===== src/scmd_pkg.sv =====
package scmd_pkg;

    localparam logic [15:0] CRC_POLY   = 16'h6f63;
    localparam logic [15:0] CRC_INIT   = 16'h0000;
    localparam logic [3:0]  POS_FIRST  = 4'd0;
    localparam logic [3:0]  POS_ID_HI  = 4'd2;
    localparam logic [3:0]  POS_FLAGS  = 4'd3;
    localparam logic [3:0]  POS_CONS_2 = 4'd4;
    localparam logic [3:0]  POS_CONS_1 = 4'd5;
    localparam logic [3:0]  POS_CONS_0 = 4'd6;
    localparam logic [3:0]  POS_ID_2   = 4'd7;
    localparam logic [3:0]  POS_ID_1   = 4'd8;
    localparam logic [3:0]  POS_ID_0   = 4'd9;
    localparam logic [3:0]  POS_CRC_HI = 4'd10;
    localparam logic [3:0]  POS_LAST   = 4'd11;
    localparam logic [3:0]  POS_IDLE   = 4'd12;

    localparam int IN_DATA_W  = 8;
    localparam int OUT_DATA_W = 80;
    localparam int OUT_PAD_W  = 6;

    typedef struct packed {
        logic [15:0] sent_checksum;
        logic [1:0]  tamper_encoder;
        logic [1:0]  tamper_physical;
        logic [3:0]  meter_type;
        logic [23:0] consumption;
        logic [25:0] meter_id;
    } t_fields;

    typedef struct packed {
        t_fields fields;
        logic    crc_ok;
    } t_result;

    typedef struct packed {
        logic       valid;
        logic       frame_start;
        logic [7:0] data_byte;
    } t_in_word;

    function automatic logic [15:0] crc_feed(input logic [15:0] crc, input logic [7:0] b);
        logic [15:0] r;
        r = crc ^ {b, 8'h00};
        for (int k = 0; k < 8; k++) begin
            if (r[15]) begin
                r = {r[14:0], 1'b0} ^ CRC_POLY;
            end else begin
                r = {r[14:0], 1'b0};
            end
        end
        return r;
    endfunction

endpackage


===== src/scm_meter_frame_decoder.sv =====
// scm meter frame decoder
//
// input stream: one byte of a 12-byte scm frame per word, msb first, on
// s_axis_tdata; s_axis_tuser marks byte 0 of a new frame and restarts the
// byte count. bytes 2..11 run through a crc-16 (poly 0x6f63, init 0).
// output stream: one word per frame after byte 11 with the meter id,
// consumption, type, tamper fields and sent crc on m_axis_tdata and the
// crc check result on m_axis_tuser. failing frames are still reported.
// bytes after byte 11 without a frame start are dropped.
//
// path: byte 11 is held in the input register, then passes through decode
// and crc logic into the result register.
// throughput: one byte per cycle while the output is not stalled, limited by the single-byte crc update.
// reset: pipeline empties, byte count returns to 0, so the first byte
// after reset counts as byte 0.
// stall: the result register holds while m_axis_tready is low; input is
// still taken while the result register is empty or being drained.
module scm_meter_frame_decoder
    import scmd_pkg::*;
(
    input  logic                  i_clk,
    input  logic                  i_rst_n,
    input  logic                  s_axis_tvalid,
    output logic                  s_axis_tready,
    input  logic [IN_DATA_W-1:0]  s_axis_tdata,  // data_byte
    input  logic                  s_axis_tuser,  // frame_start
    output logic                  m_axis_tvalid,
    input  logic                  m_axis_tready,
    // meter_id, consumption, meter_type, tamper_physical, tamper_encoder,
    // sent_checksum, zero pad
    output logic [OUT_DATA_W-1:0] m_axis_tdata,
    output logic                  m_axis_tuser   // crc_ok
);

    t_in_word in_word;
    logic     advance;
    logic     out_free;
    logic     result_valid;
    t_result  result;

    logic     r_out_valid;
    t_result  r_out;

    assign out_free = !r_out_valid || m_axis_tready;
    assign advance  = in_word.valid && out_free;

    scmd_in_stage u_in (
        .i_clk        (i_clk),
        .i_rst_n      (i_rst_n),
        .i_valid      (s_axis_tvalid),
        .i_data_byte  (s_axis_tdata),
        .i_frame_start(s_axis_tuser),
        .i_advance    (advance),
        .o_ready      (s_axis_tready),
        .o_word       (in_word)
    );

    scmd_core u_core (
        .i_clk         (i_clk),
        .i_rst_n       (i_rst_n),
        .i_advance     (advance),
        .i_word        (in_word),
        .o_result_valid(result_valid),
        .o_result      (result)
    );

    always_ff @(posedge i_clk) begin
        if (!i_rst_n) begin
            r_out_valid <= 1'b0;
        end else if (advance && result_valid) begin
            r_out_valid <= 1'b1;
        end else if (m_axis_tready) begin
            r_out_valid <= 1'b0;
        end
    end

    always_ff @(posedge i_clk) begin
        if (advance && result_valid) begin
            r_out <= result;
        end
    end

    assign m_axis_tvalid = r_out_valid;
    assign m_axis_tdata  = {{OUT_PAD_W{1'b0}}, r_out.fields};
    assign m_axis_tuser  = r_out.crc_ok;

endmodule


===== src/scmd_in_stage.sv =====
module scmd_in_stage
    import scmd_pkg::*;
(
    input  logic       i_clk,
    input  logic       i_rst_n,
    input  logic       i_valid,
    input  logic [7:0] i_data_byte,
    input  logic       i_frame_start,
    input  logic       i_advance,
    output logic       o_ready,
    output t_in_word   o_word
);

    logic       r_valid;
    logic [7:0] r_data_byte;
    logic       r_frame_start;

    assign o_ready = !r_valid || i_advance;

    always_ff @(posedge i_clk) begin
        if (!i_rst_n) begin
            r_valid <= 1'b0;
        end else if (o_ready) begin
            r_valid <= i_valid;
        end
    end

    always_ff @(posedge i_clk) begin
        if (o_ready && i_valid) begin
            r_data_byte   <= i_data_byte;
            r_frame_start <= i_frame_start;
        end
    end

    assign o_word = '{valid: r_valid, frame_start: r_frame_start, data_byte: r_data_byte};

endmodule


===== src/scmd_core.sv =====
module scmd_core
    import scmd_pkg::*;
(
    input  logic     i_clk,
    input  logic     i_rst_n,
    input  logic     i_advance,
    input  t_in_word i_word,
    output logic     o_result_valid,
    output t_result  o_result
);

    logic [3:0]  r_pos;
    logic [15:0] r_crc;
    logic [25:0] r_id;
    logic [23:0] r_cons;
    logic [7:0]  r_flags;
    logic [7:0]  r_crc_hi;

    logic [3:0]  n_pos;
    logic [15:0] n_crc;
    logic [25:0] n_id;
    logic [23:0] n_cons;
    logic [7:0]  n_flags;
    logic [7:0]  n_crc_hi;

    logic [3:0]  pos;
    logic [7:0]  b;
    logic [15:0] crc_next;

    assign b        = i_word.data_byte;
    assign pos      = i_word.frame_start ? POS_FIRST : r_pos;
    assign crc_next = crc_feed(r_crc, b);

    always_comb begin
        n_pos          = r_pos;
        n_crc          = r_crc;
        n_id           = r_id;
        n_cons         = r_cons;
        n_flags        = r_flags;
        n_crc_hi       = r_crc_hi;
        o_result_valid = 1'b0;
        if (pos >= POS_IDLE) begin
            n_pos = POS_IDLE;
        end else if (pos < POS_ID_HI) begin
            n_crc = CRC_INIT;
            n_pos = pos + 4'd1;
        end else begin
            n_crc = crc_next;
            case (pos)
                POS_ID_HI:  n_id[25:24]   = b[2:1];
                POS_FLAGS:  n_flags       = b;
                POS_CONS_2: n_cons[23:16] = b;
                POS_CONS_1: n_cons[15:8]  = b;
                POS_CONS_0: n_cons[7:0]   = b;
                POS_ID_2:   n_id[23:16]   = b;
                POS_ID_1:   n_id[15:8]    = b;
                POS_ID_0:   n_id[7:0]     = b;
                POS_CRC_HI: n_crc_hi      = b;
                default:    n_crc_hi      = r_crc_hi;
            endcase
            if (pos == POS_LAST) begin
                n_pos          = POS_IDLE;
                o_result_valid = 1'b1;
            end else begin
                n_pos = pos + 4'd1;
            end
        end
    end

    assign o_result.fields.meter_id        = r_id;
    assign o_result.fields.consumption     = r_cons;
    assign o_result.fields.meter_type      = r_flags[5:2];
    assign o_result.fields.tamper_physical = r_flags[7:6];
    assign o_result.fields.tamper_encoder  = r_flags[1:0];
    assign o_result.fields.sent_checksum   = {r_crc_hi, b};
    assign o_result.crc_ok                 = (crc_next == 16'h0000);

    always_ff @(posedge i_clk) begin
        if (!i_rst_n) begin
            r_pos <= POS_FIRST;
            r_crc <= CRC_INIT;
        end else if (i_advance) begin
            r_pos <= n_pos;
            r_crc <= n_crc;
        end
    end

    always_ff @(posedge i_clk) begin
        if (i_advance) begin
            r_id     <= n_id;
            r_cons   <= n_cons;
            r_flags  <= n_flags;
            r_crc_hi <= n_crc_hi;
        end
    end

endmodule


===== config.mk =====
export PLATFORM = sky130hd
export DESIGN_NAME = scm_meter_frame_decoder
export DESIGN_NICKNAME = d
export VERILOG_FILES = /design/src/scmd_pkg.sv /design/src/scm_meter_frame_decoder.sv /design/src/scmd_in_stage.sv /design/src/scmd_core.sv
export SDC_FILE = /design/constraint.sdc
export NUM_CORES = 1
export LEC_CHECK = 0
export ABC_AREA = 0
export BUFFER_PORTS_ARGS = -buffer_cell sky130_fd_sc_hd__buf_2
export CAP_MARGIN = 5
export CORE_UTILIZATION = 35
export CTS_BUF_LIST = sky130_fd_sc_hd__clkbuf_16
export CTS_CLUSTER_DIAMETER = 200
export DETAILED_ROUTE_END_ITERATION = 10
export GPL_TIMING_DRIVEN = 1
export HOLD_SLACK_MARGIN = 0.15
export PLACE_DENSITY_LB_ADDON = 0.25
export SYNTH_ARGS = -nofsm -noshare
export SYNTH_HDL_FRONTEND = slang
export SYNTH_SLANG_ARGS = --single-unit
export TNS_END_PERCENT = 50

===== constraint.sdc =====
create_clock -name i_clk -period 3.4 [get_ports i_clk]
set_input_delay 0.17 -clock i_clk [delete_from_list [all_inputs] [get_ports i_clk]]
set_output_delay 0.17 -clock i_clk [all_outputs]
set_load 0.02 [all_outputs]

Word level (Yosys, flattened, before mapping)

Cells that the tools add are included.

$add $sub $neg: 1
Magnitude comparators: 2
Equal/unequal tests: 10
Mux-type cells: 18
Bitwise operators: 11
Reduce and logical (&&, ||, !) cells: 19

Operator list:

| cell                                                                          | number |
|---|---|
| 15-bit 2-to-1 mux                                                             | 8 |
| 10-bit inverter                                                               | 8 |
| 4-bit AND reduction                                                           | 9 |
| 4-bit by 3-bit == test with 1-bit output (second input constant)              | 4 |
| 4-bit == test (second input constant)                                         | 4 |
| 16-bit zero test                                                              | 1 |
| 16-bit 2-to-1 mux                                                             | 1 |
| 4-bit 2-to-1 mux                                                              | 4 |
| 16-bit bitwise XOR                                                            | 1 |
| 4-bit by 2-bit == test with 1-bit output (second input constant)              | 2 |
| 1-bit 2-to-1 mux                                                              | 5 |
| 4-bit by 1-bit adder with 4-bit output (second input constant)                | 1 |
| 4-bit greater-or-equal comparator (second input constant)                     | 1 |
| 4-bit by 2-bit less-than comparator with 1-bit output (second input constant) | 1 |
| 1-bit logical AND                                                             | 3 |
| 1-bit zero test                                                               | 2 |
| 1-bit logical OR                                                              | 2 |
| 1-bit inverter                                                                | 2 |
| 2-bit AND reduction                                                           | 1 |
| 2-bit nonzero test                                                            | 1 |

Register bits after elaboration: 172
Input port bits: 13
Output and inout port bits: 83
Word-level logic and storage cells: 83

Logic depth before layout (Yosys ltp)

Gate-level depths: netlist (run 1).

Word-level depth: 18
Mapped depth: 8
Mapped depth without buffers: 6

Cells and area by module

From an unflattened synthesis (run 1), not the netlist that was laid out.

Cell total of the unflattened synthesis: 372
Area total of the unflattened synthesis: 6518.8 um^2

Modules (own cells, without submodules):

| module                  | instances | cells an instance | area each (um^2) | sequential area each (um^2) |
|---|---|---|---|---|
| scmd_core               | 1         | 268               | 3801.1           | 2382.3 |
| scm_meter_frame_decoder | 1         | 88                | 2374.8           | 2272.2 |
| scmd_in_stage           | 1         | 16                | 342.8            | 290.3 |

Least setup slack after synthesis (run 1)

No wires, ideal clock.

Kind: register -> register
Start: register r_out_valid, in the netlist m_axis_tvalid
End: register r_out (netlist bit m_axis_tdata[0]) (enable)
Library setup time: 429 ps
Arrival time: 2603 ps
Data required time: 2971 ps
Setup slack: 368 ps
Stages on the path, launching flop included: 6
Buffers on the path: 0
Clock period less this slack: 3032 ps
Cell sequence: dfxtp_1 nand2b_1 nand2_1 nor4b_1 nand2_1 inv_1

Cells in the longest elaborated chain, start to end: 4

Ends and longest elaborated chain:

| element                  | RTL line                      | text |
|---|---|---|
| start: declaration       | scm_meter_frame_decoder.sv:41 | `logic r_out_valid;` |
| start signal: assignment | scm_meter_frame_decoder.sv:69 | `r_out_valid <= 1'b0;` |
| start signal: assignment | scm_meter_frame_decoder.sv:71 | `r_out_valid <= 1'b1;` |
| start signal: assignment | scm_meter_frame_decoder.sv:73 | `r_out_valid <= 1'b0;` |
| 1-bit zero test          | scm_meter_frame_decoder.sv:44 | `assign out_free = !r_out_valid \|\| m_axis_tready;` |
| 1-bit logical OR         | scm_meter_frame_decoder.sv:44 |  |
| 1-bit logical AND        | scm_meter_frame_decoder.sv:45 | `assign advance = in_word.valid && out_free;` |
| 1-bit logical AND        | scm_meter_frame_decoder.sv:78 | `if (advance && result_valid) begin` |
| end signal: assignment   | scm_meter_frame_decoder.sv:79 | `r_out <= result;` |
| end: declaration         | scm_meter_frame_decoder.sv:42 | `t_result r_out;` |

Every way passes these cells.
A chain may end at the register's enable or synchronous reset.

Final worst setup path (run 1)

Start: input m_axis_tready
End: register r_out (netlist bit m_axis_tdata[7]) (enable)

Cells in the longest elaborated chain, start to end: 3

Ends and longest elaborated chain:

| element            | RTL line                      | text |
|---|---|---|
| start: declaration | scm_meter_frame_decoder.sv:28 | `input logic m_axis_tready,` |
| 1-bit logical OR   | scm_meter_frame_decoder.sv:44 |  |
| 1-bit logical AND  | scm_meter_frame_decoder.sv:45 |  |
| 1-bit logical AND  | scm_meter_frame_decoder.sv:78 |  |

Every way passes these cells.

==> flow_summary.ini, run 1 <==
[routing]
drtAntennaViolNets = 0
initialDrtViolationCount = 216
wirelength_um = 11500
drc = 0
vias = 3121
via_per_inst = 4.44
drtPass1Iterations = 7
wl_per_cell_um = 16.3

[final_layout]
design_area_sq_mm = 0.00766
antenna_cells = 0
syn2layout_area_growth_pct = 22.4
nFillCells = 1546
drive_gt1_share_pct = 29.5
regArea_sq_mm = 0.00494
final_nets = 482
multi_input_area_sq_mm = 0.00124

[synthesis]
seq_area_frac_synth_pct = 79.0
synth_edf_count = 150
ys_ff_latch = 172
yosysMostFrequentCell = edfxtp_1
ys_types = 40
synthTopCellsByArea = edfxtp_1 (72%), dfxtp_1 (7.0%), xnor2_1 (4.5%)
synth_top_area_share_pct = 71.9
ys_warn_count = 0
synthFlopType = edfxtp_1
synth_area_sq_mm = 0.00626
synthCells = 346
synthArstFlopShare_pct = 0
synth_common_cells = edfxtp_1 (150), xnor2_1 (32), dfxtp_1 (22)
syn-mean-instance-area_sq_um = 18.1
synth_top_area_cell = edfxtp_1

[setup_path]
critPathMaxFanout = 24
crit_type = input pin to flip-flop
worst-endpoint-arrival_ps = 2860
crit_path_start_kind = input pin
path_cells = dlygate4sd3_1 -> buf_2 -> nand2b_1 -> nand2_1 -> nor4b_1 -> nand2_1 -> inv_2 -> buf_4
critPathRequiredTime_ps = 3490
max_stage_delay_ps = 620
rr_endpoint = m_axis_tdata[7]$_DFFE_PP_
cp-startpoint = m_axis_tready
ff2ff_setup_slack_ps = 690
cp-end-kind = flip-flop
cp_slowest_cell = nor4b_1
cpMostUsedCell = nand2_1
r2r_start = m_axis_tvalid$_SDFFE_PN0P_
reg2regPathDepth = 6

[power]
p_int_w = 0.00341
p_switching_w = 0.00104
p_leak_nw = 2.67
max-vdd-ir-drop_v = 0.000368
p_per_area_mw_per_mm2 = 580
seqPwrFrac_pct = 52.4
clockPowerShare_pct = 39.5
power_frac_comb_pct = 8.1
swShare_pct = 23.3

[clock_tree]
clock-sinks = 172
cts_tree = yes
ctsResizeCount = 0
path_clk_slew_ps = 60
post_cts_buffers = 0
cts_root_buf = clkbuf_16
cts_buffers = 17
holdBufCountCts = 12
clkLatencyLatePin_ps = 420
cts.path.max_buffers = 2
htree_levels = 4

[global_routing]
grt.total_usage_pct = 13.1
grt_max_degree = 31
grt_antenna_before_repair = 0
grt_pass1_wl_um = 17300
grt_pass1_vias = 3079
overflow = 0

[sta]
maxSlewViolCount = 0
whs_ps = 192
fmax_ghz = 0.362
fin_worst_skew_ps = 11.2
worstMarginPinSlew_ps = 864
period_share_pct = 81.3
finalHoldViolations = 0
setup-tns-final_ps = 0
rsz0062_at_grt = no
report.final.setup_viol = 0
slew_headroom_pct = 42.2
fin_crit_ps = 2760

[hold_path]
hold_path.class = input pin to flip-flop
worst_hold_path.endpoint = u_core.r_crc[8]$_SDFFE_PN0P_
holdCritStartpoint = i_rst_n
min_path_cells = 3

[placement]
hpwl_um = 7640
numPortBuffers = 89
placedInstanceArea_sq_mm = 0.00700
place.gp.congestion = 0.910

[die]
core-area_sq_mm = 0.0174
rows = 48
top_level_ports = 96
die_y_um = 136
die_area_sq_mm = 0.0184
die_w_um = 136
start_util_pct = 36.1

[run]
cap_violations = 0

[run_status]
status = finished clean
area by class of cell:
class | count | share of cell area (%)
sequential | 172 | 64.5
inverter | 6 | 0.294
clock inverter | 15 | 1.55
multi-input combinational | 161 | 16.3
tap | 225 | 3.67
clock buffer | 17 | 5.55
timing repair buffer | 107 | 8.13
power groups by stage:
stage / clock (W) / sequential (W) / combinational, W
2_1_floorplan: 0 / 0.00236 / 0.000289
3_3_place_gp: 0 / 0.00238 / 0.000351
3_5_place_dp: 0 / 0.00238 / 0.000351
4_1_cts: 0.00181 / 0.00233 / 0.000364
5_1_grt: 0.00188 / 0.00233 / 0.000395
6_report: 0.00176 / 0.00233 / 0.000362
critical path, delay by kind of cell:
kind / cells / cell delay, ps
buf+inv: 4 / 1480
simple gates: 4 / 1190
cells by family after synthesis:
group | synth area share, %
AND/OR/NAND/NOR | 5.28
XOR/XNOR | 10.2
other | 0.0599
multiplexers | 0.160
AO/OA/AOI/OAI | 3.14
buffers and inverters | 1.44
flip-flops | 79.0
adder cells (fa/ha/maj) | 0.799
flip-flops by register name, indices dropped and copies added, names as in the netlist:
| signal | cells |
|---|---|
| m_axis_tdata | 74 |
| m_axis_tuser | 1 |
| m_axis_tvalid | 1 |
| u_core.r_cons | 24 |
| u_core.r_crc | 16 |
| u_core.r_crc_hi | 8 |
| u_core.r_flags | 8 |
| u_core.r_id | 26 |
| u_core.r_pos | 4 |
| u_in.r_data_byte | 8 |
| u_in.r_frame_start | 1 |
| u_in.r_valid | 1 |
metrics by stage:
stage	power, W	instances	setup slack [ps]	util [%]
2_1_floorplan	0.00265	351	368	-
3_3_place_gp	0.00273	659	804	40.3
3_5_place_dp	0.00273	659	754	40.3
4_1_cts	0.00450	703	693	44.1
5_1_grt	0.00461	703	490	44.1
6_report	0.00445	703	637	44.1
layer usage:
| layer | global-route usage [%] | vias to the layer above | part of all wire (%) |
|---|---|---|---|
| li1 | - | 1495 | - |
| met1 | 17.1 | 1528 | 46 |
| met2 | 20.4 | 90 | 48 |
| met3 | 4.53 | 8 | 5.2 |
| met4 | 4.31 | 0 | 0.96 |
| met5 | 0 | - | 0 |
worst max-delay path by stage:
stage,cells past startpoint,to,slack (ps)
5_1_grt,8,m_axis_tdata[4]$_DFFE_PP_,490
2_1_floorplan,5,m_axis_tdata[0]$_DFFE_PP_,370
4_1_cts,8,m_axis_tdata[1]$_DFFE_PP_,690
3_3_place_gp,6,m_axis_tdata[5]$_DFFE_PP_,800
3_5_place_dp,6,m_axis_tdata[0]$_DFFE_PP_,750
6_report,8,m_axis_tdata[7]$_DFFE_PP_,640
cell usage in the layout (no fill, tap or decap), types with 3 or more instances in the layout:
master / Yosys / layout
nand3b_1: 4 / 4
nor2_1: 8 / 8
a21oi_1: 5 / 5
a22oi_1: 4 / 4
nor3_1: 4 / 4
dlygate4sd3_1: 0 / 12
nand3_1: 3 / 3
and2_1: 9 / 9
inv_1: 6 / 6
nand2_1: 19 / 19
xor2_1: 10 / 10
clkinvlp_4: 0 / 4
inv_6: 0 / 3
clkbuf_16: 0 / 17
buf_4: 6 / 5
buf_2: 0 / 89
dfxtp_1: 22 / 22
nor2b_1: 3 / 3
edfxtp_1: 150 / 150
o21ai_0: 11 / 11
o21ai_1: 4 / 4
xnor2_2: 8 / 8
xnor2_1: 32 / 32
ha_1: 4 / 4
clkinv_4: 0 / 5
conb_1: 1 / 6
nand2b_1: 4 / 4
a211oi_1: 3 / 3
(Power assumes the default switching activity.)
==> inputs of run 2 (changes only) <==
clock period = 2.2 ns   (was 3.4 ns; I/O delays follow)
==> run 2 against run 1 <==
Effect of this change: worst setup slack got worse by 550 ps; utilization is 1.6 points higher; die area did not move; non-clock buffer count grew 24; routed wire length increased by 1.7%; flip-flop and latch count is the same.
==> flow_summary.ini, run 2 (synthesis results as in run 1) <==
[die]
die_w_um = 136
core-area_sq_mm = 0.0174
rows = 48
top_level_ports = 96
die_y_um = 136
start_util_pct = 36.1
die_area_sq_mm = 0.0184

[clock_tree]
cts_buffers = 17
cts.path.max_buffers = 2
path_clk_slew_ps = 60
cts_root_buf = clkbuf_16
htree_levels = 4
ctsResizeCount = 0
cts_tree = yes
clkLatencyLatePin_ps = 420
clock-sinks = 172

[power]
seqPwrFrac_pct = 50.3
p_switching_w = 0.00157
power_frac_comb_pct = 9.3
clockPowerShare_pct = 40.4
p_per_area_mw_per_mm2 = 895
max-vdd-ir-drop_v = 0.000462
p_int_w = 0.00553
p_leak_nw = 2.82
swShare_pct = 22.1

[setup_path]
rr_endpoint = m_axis_tuser$_DFFE_PP_
critPathMaxFanout = 5
cp-startpoint = u_in.r_data_byte[6]$_DFFE_PP_
max_stage_delay_ps = 470
worst-endpoint-arrival_ps = 2360
reg2regPathDepth = 6
endpoint = m_axis_tuser$_DFFE_PP_
ff2ff_setup_slack_ps = 90
cp.depth = 6
cp-end-kind = flip-flop
crit_family = simple AND/OR/NAND/NOR gates
crit_type = flip-flop to flip-flop
critPathRequiredTime_ps = 2450
r2r_start = u_in.r_data_byte[6]$_DFFE_PP_
cp_slowest_cell = edfxtp_1
cp_num_buf_inv = 0
crit_path_start_kind = flip-flop
path_cells = xnor2_4 -> xnor2_2 -> or3_1 -> a211oi_1 -> a31oi_1 -> nor4_2

[routing]
drc = 0
drtPass1Iterations = 5
wl_per_cell_um = 16.1
via_per_inst = 4.41
vias = 3204
wirelength_um = 11700
initialDrtViolationCount = 177
drtAntennaViolNets = 0

[placement]
numPortBuffers = 89
placedInstanceArea_sq_mm = 0.00723
place.gp.congestion = 0.876
hpwl_um = 7980

[sta]
rsz0062_at_grt = no
fmax_ghz = 0.474
fin_crit_ps = 2110
fin_worst_skew_ps = 5.57
report.final.setup_viol = 0
finalHoldViolations = 0
period_share_pct = 95.9
maxSlewViolCount = 0
whs_ps = 153

[final_layout]
syn2layout_area_growth_pct = 26.7
final_common_cell = edfxtp_1
drive_gt1_share_pct = 33.9
largest_reg_flops = 74
final_nets = 506
design_area_sq_mm = 0.00794
antenna_cells = 0
nFillCells = 1490
layout_common_cells = edfxtp_1 (150), buf_2 (89), xnor2_1 (32), buf_4 (28), dfxtp_1 (21)

[global_routing]
grt_max_degree = 36
grt_antenna_before_repair = 0
grt_pass1_vias = 3173
grt.total_usage_pct = 13.3
grt_pass1_wl_um = 17400
overflow = 0

[run]
cap_violations = 0

[run_status]
status = finished clean

[hold_path]
hold_path.class = input pin to flip-flop
-- run 2: cell types whose count changed in the layout (fill, tap and decap cells not counted), sizes merged --
cell,delta
buf,+24
bufinv,+2
clkinv,-5
clkinvlp,+1
inv,+2
-- run 2: through the flow --
step | util, % | total power (W) | setup TNS, ps | setup WS (ps) | instances
after floorplan | - | 0.00410 | -2830 | -37.7 | 351
after global placement | 41.6 | 0.00428 | 0 | 159 | 681
after detailed placement | 41.6 | 0.00428 | 0 | 161 | 681
after CTS | 45.6 | 0.00716 | 0 | 67.8 | 725
after global routing | 45.7 | 0.00735 | 0 | 1.15 | 727
final | 45.7 | 0.00710 | 0 | 90.8 | 727
-- run 2: timing repair --
action / 4_1_cts / 5_1_grt
hold buffers: 12 / 0
setup endpoints to repair: 0 / 1
endpoints found under the hold margin: 11 / 0
setup buffers: 0 / 2
-- run 2: cell type report --
class                   count  area [sq um]  area share (%)
multi-input cells         161          1290            16.2
clock inverters            15           149            1.88
flip-flops and latches    172          4950            62.4
repair buffers            131           816            10.3
well taps                 225           282            3.55
inverters                   6          26.3           0.331
clock buffers              17           425            5.36
-- run 2: worst min-delay path by stage --
stage	from	end	slack, ps	cells past startpoint
after global placement	s_axis_tdata[2]	u_in.r_data_byte[2]$_DFFE_PP_	290	1
final	i_rst_n	u_core.r_crc[4]$_SDFFE_PN0P_	150	3
after floorplan	s_axis_tdata[0]	u_in.r_data_byte[0]$_DFFE_PP_	210	0
after detailed placement	s_axis_tdata[2]	u_in.r_data_byte[2]$_DFFE_PP_	290	1
after CTS	i_rst_n	u_core.r_crc[13]$_SDFFE_PN0P_	150	3
after global routing	i_rst_n	u_core.r_crc[13]$_SDFFE_PN0P_	180	3
-- run 2: tightest hold or removal path, cell delays in order --
cell    delay, ps
buf_2         100
inv_1         180
nor2_1        140
-- run 2: power groups by stage --
stage / Clock (W) / Sequential [W] / Combinational [W]
after CTS: 0.00293 / 0.00357 / 0.000662
final: 0.00287 / 0.00357 / 0.000663
after global routing: 0.00307 / 0.00357 / 0.000717
after floorplan: 0 / 0.00365 / 0.000453
after detailed placement: 0 / 0.00364 / 0.000638
after global placement: 0 / 0.00364 / 0.000638
-- run 2: metal layers --
| layer | global-route usage, % | up-vias | wire [um] |
|---|---|---|---|
| met3 | 3.37 | 10 | 506 |
| met5 | 0 | - | 0 |
| met4 | 6.62 | 0 | 184 |
| met2 | 23.0 | 84 | 6040 |
| li1 | - | 1547 | - |
| met1 | 15.4 | 1563 | 4960 |
==> inputs of run 3 (changes only) <==
CORE_UTILIZATION = 45   (was 35)
==> run 3 against run 2 <==
Effect of this change: routed wire length shrank 6.6%; final cell count shrank 7.3%; via count shrank 0.34%; combinational power down 1%; critical endpoint is now u_core.r_crc[1]$_SDFFE_PN0P_; highest routed layer unchanged.
==> flow_summary.ini, run 3 (synthesis results as in run 1) <==
[power]
p_per_area_mw_per_mm2 = 896
p_total_w = 0.00708
p_leak_nw = 2.82
p_switching_w = 0.00155
p_int_w = 0.00554
clockPowerShare_pct = 40.3
seqPwrFrac_pct = 50.5
power_frac_comb_pct = 9.3
max-vdd-ir-drop_v = 0.000577
swShare_pct = 21.9

[hold_path]
hold_path.class = input pin to flip-flop

[routing]
drtPass1Iterations = 5
drtAntennaViolNets = 0
drc = 0
via_per_inst = 4.74
wirelength_um = 10900
initialDrtViolationCount = 202
vias = 3193
wl_per_cell_um = 16.2

[die]
die_area_sq_mm = 0.0144
die_w_um = 120
top_level_ports = 96
rows = 42
die_y_um = 120
start_util_pct = 46.7
core-area_sq_mm = 0.0134

[global_routing]
grt_use_met1_pct = 20.4
overflow = 0
grt.total_usage_pct = 16.1
use_met2_pct = 26.1
busiest_layer = met2
grt_max_degree = 43
grt_pass1_wl_um = 16500
met3_usage_pct = 4.85
grt_pass1_vias = 2981
grt_antenna_before_repair = 0

[clock_tree]
cts_tree = yes
clkLatencyLatePin_ps = 420
path_clk_slew_ps = 70
cts_buffers = 17
clock-sinks = 172
cts_root_buf = clkbuf_16
htree_levels = 4
cts.path.max_buffers = 2

[sta]
report.final.setup_viol = 0
slew_headroom_pct = 65.4
rsz0062_at_grt = yes
fin_worst_skew_ps = 13.3
finalHoldViolations = 0
period_share_pct = 94.7
maxSlewViolCount = 0
worstMarginPinSlew_ps = 515
fmax_ghz = 0.480
fin_crit_ps = 2080

[placement]
place.gp.congestion = 0.895
numPortBuffers = 89
hpwl_um = 7310
place_inst = 627

[final_layout]
antenna_cells = 0
syn2layout_area_growth_pct = 26.2
largest_reg_flops = 74
drive_gt1_share_pct = 33.9
final_common_cell = edfxtp_1
layout_common_cells = edfxtp_1 (150), buf_2 (89), xnor2_1 (30), buf_4 (22), dfxtp_1 (21)
fin_cells = 674
final_nets = 502

[setup_path]
crit_path_start_kind = flip-flop
cp-end-kind = flip-flop
worst-endpoint-arrival_ps = 2390
critPathMaxFanout = 6
max_stage_delay_ps = 470
path_cells = xnor2_4 -> xnor2_2 -> buf_4 -> xnor2_1 -> xnor2_2 -> xnor2_1 -> o21ai_1
cp_slowest_cell = edfxtp_1
crit_type = flip-flop to flip-flop
critPathRequiredTime_ps = 2510

[run]
cap_violations = 0

[run_status]
status = finished clean
[run 3: metrics by stage]
step / TNS [ps] / area, sq um / setup slack [ps] / utilization (%) / hold slack, ps
2_1_floorplan: -2830 / 6340 / -37.7 / - / 209
3_3_place_gp: 0 / 7130 / 177 / 53.2 / 287
3_5_place_dp: 0 / 7130 / 149 / 53.2 / 289
4_1_cts: 0 / 7830 / 123 / 58.4 / 378
5_1_grt: -109 / 7900 / -37.1 / 59.0 / 390
6_report: 0 / 7900 / 116 / 59.0 / 398
[run 3: worst max-delay path: cells and delay by family, from the launching register on]
kind                   cells  cell delay (ps)
XOR/XNOR                   5             1240
flip-flops                 1              470
buffers and inverters      1              170
AO/OA/AOI/OAI              1               80
[run 3: power by group through the flow]
stage | clock network, W | logic (W) | registers, W
finish | 0.00285 | 0.000656 | 0.00358
global route | 0.00304 | 0.000711 | 0.00358
CTS | 0.00290 | 0.000640 | 0.00357
detailed placement | 0 | 0.000616 | 0.00364
global placement | 0 | 0.000613 | 0.00364
floorplan | 0 | 0.000453 | 0.00365
[run 3: what timing repair did]
action | in CTS | in global routing
hold endpoints to repair | 13 | 0
hold buffers | 13 | 0
setup endpoints to repair | 0 | 5
setup buffers | 0 | 2
resized for setup | 0 | 7
[run 3: routing by layer]
metal / wire length (um) / vias to the layer above
li1: - / 1545
met3: 473 / 14
met5: 0 / -
met4: 124 / 0
met1: 4800 / 1545
met2: 5520 / 89
[run 3: worst paths after layout]
kind	from	end	slack (ps)	cells past startpoint
setup / recovery	u_in.r_data_byte[6]$_DFFE_PP_	u_core.r_crc[1]$_SDFFE_PN0P_	120	7
hold reg to reg	u_core.r_id[0]$_DFFE_PP_	m_axis_tdata[0]$_DFFE_PP_	410	0
setup reg to reg	u_in.r_data_byte[6]$_DFFE_PP_	u_core.r_crc[1]$_SDFFE_PN0P_	120	7
hold / removal	s_axis_tdata[0]	u_in.r_data_byte[0]$_DFFE_PP_	400	2
[run 3: cell type report]
class | instances | area [sq um]
fill | 1052 | 5500
sequential | 172 | 4950
clock inverter | 15 | 148
clock buffer | 17 | 425
timing repair buffer | 127 | 792
multi-input combinational | 161 | 1340
tap | 176 | 220
inverter | 6 | 26.3
